===== config.mk =====
export PLATFORM = sky130hd
export DESIGN_NAME = diff_drive_wheel_dynamics_step
export DESIGN_NICKNAME = d
export VERILOG_FILES = /design/src/rtl/core/ddw_pkg.sv /design/src/rtl/core/ddw_alu.sv /design/src/rtl/core/diff_drive_wheel_dynamics_step.sv
export SDC_FILE = /design/constraint.sdc
export NUM_CORES = 2
export LEC_CHECK = 0
export BUFFER_PORTS_ARGS = -buffer_cell sky130_fd_sc_hd__buf_2
export CAP_MARGIN = 20
export CORE_MARGIN = 2
export CORE_UTILIZATION = 50
export CTS_CLUSTER_DIAMETER = 80
export CTS_CLUSTER_SIZE = 25
export DETAILED_ROUTE_END_ITERATION = 10
export GPL_TIMING_DRIVEN = 0
export PLACE_DENSITY = 0.77
export REMOVE_ABC_BUFFERS = 1
export SYNTH_ARGS = -nofsm -noshare
export SYNTH_HDL_FRONTEND = slang
export SYNTH_SLANG_ARGS = --single-unit
export TNS_END_PERCENT = 10

===== constraint.sdc =====
create_clock -name clk -period 23.2 [get_ports clk]
set_input_delay 3.48 -clock clk [delete_from_list [all_inputs] [get_ports clk]]
set_output_delay 3.48 -clock clk [all_outputs]
set_load 0.05 [all_outputs]

===== src/rtl/core/ddw_pkg.sv =====
`timescale 1ns / 1ps

package ddw_pkg;

  localparam int DataW = 32;
  localparam int NumRegs = 7;
  localparam int RegIdxW = 3;
  localparam int DtW = 16;

  localparam logic signed [31:0] DeadTorque = 32'sd4588;
  localparam logic signed [31:0] DeadSpeed = 32'sd13107;
  localparam logic signed [31:0] QOne = 32'sh0001_0000;
  localparam logic signed [31:0] QMax = 32'sh7fff_ffff;
  localparam logic signed [31:0] QMin = 32'sh8000_0000;

  localparam logic [1:0] KindLeft = 2'd0;
  localparam logic [1:0] KindRight = 2'd1;
  localparam logic [1:0] KindTick = 2'd2;
  localparam logic [1:0] KindSpare = 2'd3;

  localparam logic [2:0] RegInvDiag = 3'd0;
  localparam logic [2:0] RegInvCross = 3'd1;
  localparam logic [2:0] RegCoriolis = 3'd2;
  localparam logic [2:0] RegStatic = 3'd3;
  localparam logic [2:0] RegViscous = 3'd4;
  localparam logic [2:0] RegHalfRad = 3'd5;
  localparam logic [2:0] RegRadTrack = 3'd6;

  typedef struct packed {
    logic [1:0]         kind;
    logic signed [31:0] torque_value;
    logic [15:0]        time_step;
  } in_item_t;

  typedef struct packed {
    logic signed [31:0] right_wheel_speed;
    logic signed [31:0] left_wheel_speed;
    logic signed [31:0] linear_velocity;
    logic signed [31:0] angular_velocity;
  } out_item_t;

  // alu operations
  typedef enum logic [1:0] {
    OpMul = 2'd0,
    OpAdd = 2'd1,
    OpSub = 2'd2
  } alu_op_t;

  typedef struct packed {
    alu_op_t            op;
    logic signed [31:0] a;
    logic signed [31:0] b;
  } alu_req_t;

  function automatic logic signed [31:0] sat33(input logic signed [32:0] v);
    if (v > 33'sh0_7fff_ffff) return QMax;
    if (v < -33'sh0_8000_0000) return QMin;
    return v[31:0];
  endfunction

endpackage


===== src/rtl/core/ddw_alu.sv =====
`timescale 1ns / 1ps

module ddw_alu (
  input  ddw_pkg::alu_req_t   req,
  output logic signed [31:0]  res
);

  logic signed [63:0] prod;
  logic signed [63:0] rnd;
  logic signed [47:0] shf;
  logic signed [32:0] sum;

  always_comb begin
    prod = req.a * req.b;
    rnd = prod + 64'sd32768;
    // arithmetic shift floors, so with the added half it rounds to nearest, ties up
    shf = rnd[63:16];
    sum = 33'sd0;
    res = 32'sd0;
    unique case (req.op)
      ddw_pkg::OpMul: begin
        if (shf > 48'sh0000_7fff_ffff) res = ddw_pkg::QMax;
        else if (shf < -48'sh0000_8000_0000) res = ddw_pkg::QMin;
        else res = shf[31:0];
      end
      ddw_pkg::OpAdd: begin
        sum = {req.a[31], req.a} + {req.b[31], req.b};
        res = ddw_pkg::sat33(sum);
      end
      ddw_pkg::OpSub: begin
        sum = {req.a[31], req.a} - {req.b[31], req.b};
        res = ddw_pkg::sat33(sum);
      end
      default: res = 32'sd0;
    endcase
  end

endmodule


===== src/rtl/core/diff_drive_wheel_dynamics_step.sv =====
`timescale 1ns / 1ps
// a torque beat is stored when taken; a tick beat runs the step schedule and then gives its result beat
// on one shared 32x32 q16.16 saturating multiply/add/sub unit, one op per cycle,
// under a 29-step counter; the block takes no beat while a tick is running
// or its result waits. sync reset clears config regs, wheel state, step state and output valid
module diff_drive_wheel_dynamics_step (
  input  logic                          clk,
  input  logic                          rst,
  input  logic                          in_valid,
  output logic                          in_ready,
  input  ddw_pkg::in_item_t             in_data,
  output logic                          out_valid,
  input  logic                          out_ready,
  output ddw_pkg::out_item_t            out_data,
  input  logic                          cfg_we,
  input  logic [ddw_pkg::RegIdxW-1:0]   cfg_index,
  input  logic [ddw_pkg::DataW-1:0]     cfg_data
);

  logic signed [31:0] regs [ddw_pkg::NumRegs];
  logic signed [31:0] r_spd, l_spd, r_trq, l_trq, yaw;
  logic signed [31:0] t0, t1, t2, t3;
  logic [ddw_pkg::DtW-1:0] dt;
  logic busy;
  logic [4:0] step;
  ddw_pkg::alu_req_t req;
  logic signed [31:0] res;

  localparam logic [4:0] LastStep = 5'd28;

  ddw_alu u_alu (.req(req), .res(res));

  function automatic logic signed [31:0] sgn(input logic signed [31:0] v);
    if (v > 0) return ddw_pkg::QOne;
    if (v < 0) return -ddw_pkg::QOne;
    return 32'sd0;
  endfunction

  function automatic logic light(input logic signed [31:0] v);
    logic [32:0] m;
    m = v[31] ? -{1'b1, v} : {1'b0, v};
    return m < 33'd4588;
  endfunction

  function automatic logic slow(input logic signed [31:0] v);
    logic [32:0] m;
    m = v[31] ? -{1'b1, v} : {1'b0, v};
    return m < 33'd13107;
  endfunction

  assign in_ready = !busy && !out_valid;

  // step schedule, t0..t3 scratch
  always_comb begin
    req = '{op: ddw_pkg::OpMul, a: 32'sd0, b: 32'sd0};
    case (step)
      5'd0:  req = '{ddw_pkg::OpMul, regs[ddw_pkg::RegStatic], sgn(r_spd)};
      5'd1:  req = '{ddw_pkg::OpMul, regs[ddw_pkg::RegViscous], r_spd};
      5'd2:  req = '{ddw_pkg::OpAdd, t0, t1};            // fr_r
      5'd3:  req = '{ddw_pkg::OpMul, regs[ddw_pkg::RegStatic], sgn(l_spd)};
      5'd4:  req = '{ddw_pkg::OpMul, regs[ddw_pkg::RegViscous], l_spd};
      5'd5:  req = '{ddw_pkg::OpAdd, t1, t2};            // fr_l -> t1
      5'd6:  req = '{ddw_pkg::OpMul, yaw, regs[ddw_pkg::RegCoriolis]};
      5'd7:  req = '{ddw_pkg::OpMul, t2, l_spd};
      5'd8:  req = '{ddw_pkg::OpSub, r_trq, t2};
      5'd9:  req = '{ddw_pkg::OpSub, t2, t0};            // force_r -> t0
      5'd10: req = '{ddw_pkg::OpSub, 32'sd0, regs[ddw_pkg::RegCoriolis]};
      5'd11: req = '{ddw_pkg::OpMul, yaw, t2};
      5'd12: req = '{ddw_pkg::OpMul, t2, r_spd};
      5'd13: req = '{ddw_pkg::OpSub, l_trq, t2};
      5'd14: req = '{ddw_pkg::OpSub, t2, t1};            // force_l -> t1
      5'd15: req = '{ddw_pkg::OpMul, regs[ddw_pkg::RegInvDiag], t0};
      5'd16: req = '{ddw_pkg::OpMul, regs[ddw_pkg::RegInvCross], t1};
      5'd17: req = '{ddw_pkg::OpAdd, t2, t3};            // acc_r -> t2
      5'd18: req = '{ddw_pkg::OpMul, regs[ddw_pkg::RegInvCross], t0};
      5'd19: req = '{ddw_pkg::OpMul, regs[ddw_pkg::RegInvDiag], t1};
      5'd20: req = '{ddw_pkg::OpAdd, t3, t0};            // acc_l -> t3
      5'd21: req = '{ddw_pkg::OpMul, t2, {16'd0, dt}};
      5'd22: req = '{ddw_pkg::OpMul, t3, {16'd0, dt}};
      5'd23: req = '{ddw_pkg::OpAdd, r_spd, t2};
      5'd24: req = '{ddw_pkg::OpAdd, l_spd, t3};
      5'd25: req = '{ddw_pkg::OpAdd, r_spd, l_spd};
      5'd26: req = '{ddw_pkg::OpMul, regs[ddw_pkg::RegHalfRad], t0};
      5'd27: req = '{ddw_pkg::OpSub, r_spd, l_spd};
      5'd28: req = '{ddw_pkg::OpMul, regs[ddw_pkg::RegRadTrack], t0};
      default: req = '{ddw_pkg::OpMul, 32'sd0, 32'sd0};
    endcase
  end

  always_ff @(posedge clk) begin
    if (rst) begin
      for (int i = 0; i < ddw_pkg::NumRegs; i++) regs[i] <= 32'sd0;
      r_spd <= 32'sd0;
      l_spd <= 32'sd0;
      r_trq <= 32'sd0;
      l_trq <= 32'sd0;
      yaw <= 32'sd0;
      busy <= 1'b0;
      step <= 5'd0;
      out_valid <= 1'b0;
    end else begin
      if (cfg_we && cfg_index < 3'(ddw_pkg::NumRegs)) regs[cfg_index] <= cfg_data;
      if (out_valid && out_ready) out_valid <= 1'b0;
      if (in_valid && in_ready) begin
        unique case (in_data.kind)
          ddw_pkg::KindLeft:
            l_trq <= (light(in_data.torque_value) && slow(l_spd)) ? 32'sd0
                     : in_data.torque_value;
          ddw_pkg::KindRight:
            r_trq <= (light(in_data.torque_value) && slow(r_spd)) ? 32'sd0
                     : in_data.torque_value;
          ddw_pkg::KindTick: begin
            busy <= 1'b1;
            step <= 5'd0;
            dt <= in_data.time_step;
          end
          default: ;
        endcase
      end
      if (busy) begin
        case (step)
          5'd0, 5'd2, 5'd9, 5'd19, 5'd25, 5'd27: t0 <= res;
          5'd1, 5'd4, 5'd5, 5'd14:               t1 <= res;
          5'd3, 5'd6, 5'd7, 5'd8, 5'd10, 5'd11, 5'd12, 5'd13, 5'd15, 5'd17, 5'd21:
                                                 t2 <= res;
          5'd16, 5'd18, 5'd20, 5'd22:            t3 <= res;
          5'd23:                                 r_spd <= res;
          5'd24:                                 l_spd <= res;
          5'd26:                                 out_data.linear_velocity <= res;
          5'd28: begin
            yaw <= res;
            out_data.angular_velocity <= res;
            out_data.right_wheel_speed <= r_spd;
            out_data.left_wheel_speed <= l_spd;
          end
          default: ;
        endcase
        if (step == LastStep) begin
          out_valid <= 1'b1;
          busy <= 1'b0;
        end else begin
          step <= step + 5'd1;
        end
      end
    end
  end

  a_hold: assert property (@(posedge clk) disable iff (rst)
    busy |-> !in_ready) else $error("ready while busy");
  a_out: assert property (@(posedge clk) disable iff (rst)
    (out_valid && !out_ready) |=> out_valid) else $error("result dropped");
  a_one: assert property (@(posedge clk) disable iff (rst)
    !(busy && out_valid)) else $error("busy with result pending");

endmodule

==> metrics.md <==
| Metric | Value |
|---|---|
| Initial antenna violation count | 24 |
| Cell area power density | between 30 and 40 nW/um^2 |
| Yosys warnings | 0 |
| Total Wirelength | ~270 mm |
| Maximum VDD drop | a little over 0.06 mV |
| Tot Pwr | ~2900 uW |
| Critical path arrival | 17.53 ns |
| Minimum clock period | 17.46 ns |
| Worst setup EP type | flip-flop |
| Fin. Hold Viols | 0 |
| CP max stage delay | ~0.96 ns |
| Worst EP required | around 23 ns |
| Fill cell count | approximately 12,000 |
| Leak | 0.0333 uW |
| Dpl cells | 9,170 |
| Final nets | a little under 9,000 |
| Largest family of logic cells by synthesized area | adder cells |
| Clock transition at path regs | ~0.10 ns |
| Outcome | completed |
| Vias in the first global route | 60,500 |
| Synth Instances | approximately 7,500 |
| # IOs | between 200 and 250 |
| RSZ-0062 raised after global routing | false |
| Post-CTS Setup Bufs | 0 |
| Sequential share of the synthesized area | between 20 and 30% |
| CTS tree | built |
| Longest Clk Path Bufs | 3 |
| Core Rows | between 100 and 150 |
| Register Area | 17,900 um^2 |
| TritonCTS Buffers | 34 |
| Mux share of post-synthesis cell area | less than 1% |
| Mapped Avg Cell Area | around 9.3 um^2 |
| Maximum clock frequency | ~57 MHz |
| Clk Latency, worst-skew pair | between 0.6 and 0.7 ns |
| DIE AREA | 142,000 um^2 |
| Avg Vias per Cell | roughly 6.4 |
| Setup violators final | 0 |
| Clock Sinks | approximately 660 |
| Share of layout cells above drive strength 1 | slightly above 7% |
| Iter 0 DRT Violations | ~9,300 |
| Synth Area in Simple Gates | 14.8% |
| Ys async rst share | 0% |
| Antenna-violating nets left | 0 |
| Hold buffers post-CTS | 0 |
| Kind of critical path | flip-flop to flip-flop |
| Routed WL per cell | 29.7 um |
| Total GRT Usage | slightly below 40% |
| Xor/xnor share of the synthesized area | roughly 1.3% |
| Die width | 377 um |
| Max-slew violations | 0 |
| Post-synthesis compound-gate area fraction | between 10% and 20% |
| CTS HTree Levels | 2 |
| Fraction of the mapped netlist area in adder cells | about 36% |
| DIE HEIGHT | 377 um |
| Slew headroom | between 10% and 20% |
| Element type at the critical path start | flip-flop |
| Clock Skew | around 0.054 ns |
| PostCTS Resize Cnt | 0 |
| HP Class | flip-flop to flip-flop |
| Slew at the pin closest to its max-slew limit | 1.34 ns |
| Via count | 59,500 |
| Crit path max fanout | 29 |
| Starting Density | around half |
| Syn-to-layout area delta | 8.45% |
| Slowest-stage cell, CP | fa_1 |
| Most used cell, CP | fa_1 |
| Number of synthesized flops with an enable pin | between 400 and 500 |
| Synth Flop Type | edfxtp_1 |
| Port buffer count | around 220 |
| Max-Cap Viols | 0 |
| Yosys reg bits | 663 |
| First-pass GRT wire length | 400 mm |
| Non-Filler Instances | 9,243 |
| Clock Tree Root | clkbuf_16 |
| Core box area | approximately 140,000 um^2 |
| Tcrit/Tclk final | about 75% |
| Yosys cell types | between 90 and 100 |
| Pre-Repair DR Iteration Count | 9 |
| GP Congestion | about 1.0 |
| Total congestion overflow | 0 |
| Post-route DRC | 0 |
| Worst reg2reg setup slack | 5.74 ns |
| Area taken by multi-input logic gates | between 40,000 and 50,000 um^2 |
| Cell area after synthesis | just under 70,000 um^2 |
| Largest net degree at the start of global routing | 77 |
| DP Wirelength | 216 mm |
-- state kept, by name, summed over array words and instances, names as in the netlist, 32 cells and up --
register,flops
t1,32
r_spd,32
out_data,128
regs,224
t0,32
r_trq,32
l_spd,32
t3,32
l_trq,32
t2,32
yaw,32
-- cell type report --
| cell class | instances | share of cell area [%] |
|---|---|---|
| multi-input cells | 5096 | 60.6 |
| diodes | 7 | 0.0232 |
| well taps | 1794 | 2.97 |
| inverters | 1251 | 6.22 |
| clock inverters | 7 | 0.174 |
| flip-flops and latches | 663 | 23.7 |
| repair buffers | 370 | 5.03 |
| clock buffers | 55 | 1.29 |
-- per-layer routing --
layer  routed length, um  track usage, %  vias to the layer above  share of wire [%]
met4               20600            22.9                       14                7.5
li1                    -               -                    24300                  -
met5                  95               0                        -              0.035
met1               98100            50.0                    29600                 36
met2              119000            58.4                     4548                 43
met3               36800            9.98                     1015                 13
-- cell usage in the layout (no fill, tap or decap), types with 53 or more instances in the layout --
cell	instances
buf_2	219
a211oi_1	75
nand3_1	94
nand2_1	940
and2_1	93
dfxtp_1	197
edfxtp_1	464
inv_1	1232
a222oi_1	82
nor2_1	835
a22oi_1	136
nor3_1	75
a31oi_1	53
a21oi_1	259
o21ai_0	210
ha_1	248
xnor2_1	75
nand4_1	71
fa_1	1085
-- power breakdown --
group	internal (uW)	switching (uW)	total, uW	leakage [uW]
Sequential	1360	12.6	1370	0.00593
Combinational	169	583	753	0.0269
Clock	312	417	729	0.000524
-- path summary, 6_finish.rpt --
kind | startpoint | depth (start not counted) | end
min | regs[6][23]$_SDFFE_PP0P_ | 2 | regs[6][23]$_SDFFE_PP0P_
max reg2reg | step[0]$_SDFF_PP0_ | 33 | out_data[49]$_DFFE_PP_
min reg2reg | regs[6][23]$_SDFFE_PP0P_ | 2 | regs[6][23]$_SDFFE_PP0P_
max | step[0]$_SDFF_PP0_ | 33 | out_data[49]$_DFFE_PP_
-- cells in the mapped netlist (82+ instances only) --
cell	number	area share [%]
fa_1	1085	31
clkbuf_1	399	2.2
edfxtp_1	464	20
nand3_1	100	0.72
dfxtp_1	199	5.7
nand2_1	944	5.1
ha_1	248	4.5
nor2_1	849	4.6
and2_1	95	0.85
o21ai_0	212	1.5
inv_1	1234	6.7
a22oi_1	136	1.5
a222oi_1	82	1.2
a21oi_1	261	1.9
-- stage by stage --
stage                     setup TNS (ns)  worst slack [ns]  hold WS, ns  utilization [%]  instance area, um^2
after floorplan                        0              6.92        0.426                -                67800
after global placement          -1265.16             -5.66        0.442             51.6                71200
after detailed placement               0              6.72        0.448             53.9                74300
after CTS                              0              6.64        0.462             54.7                75400
after global routing                   0              5.46        0.476             54.8                75500
final                                  0              5.74        0.461             54.8                75500
-- critical path, delay by kind of cell (launching register included) --
| family | cells | cell delay [ns] |
|---|---|---|
| flops | 1 | 0.40 |
| compound gates | 5 | 2.84 |
| buf+inv | 6 | 1.64 |
| fa+ha+maj | 10 | 6.04 |
| simple gates | 12 | 5.90 |
-- logic make-up (layout without fill, tap and decap cells) --
group	Yosys count	after routing
other	0	7
buffers and inverters	1720	1683
xor gates and xnor gates	103	103
and+or+nand+nor	2379	2379
DFF	663	663
AOI/OAI and AO/OA	1264	1264
muxes	17	17
adders and majority gates	1333	1333
Note: power is estimated with default switching activity, not from simulation.
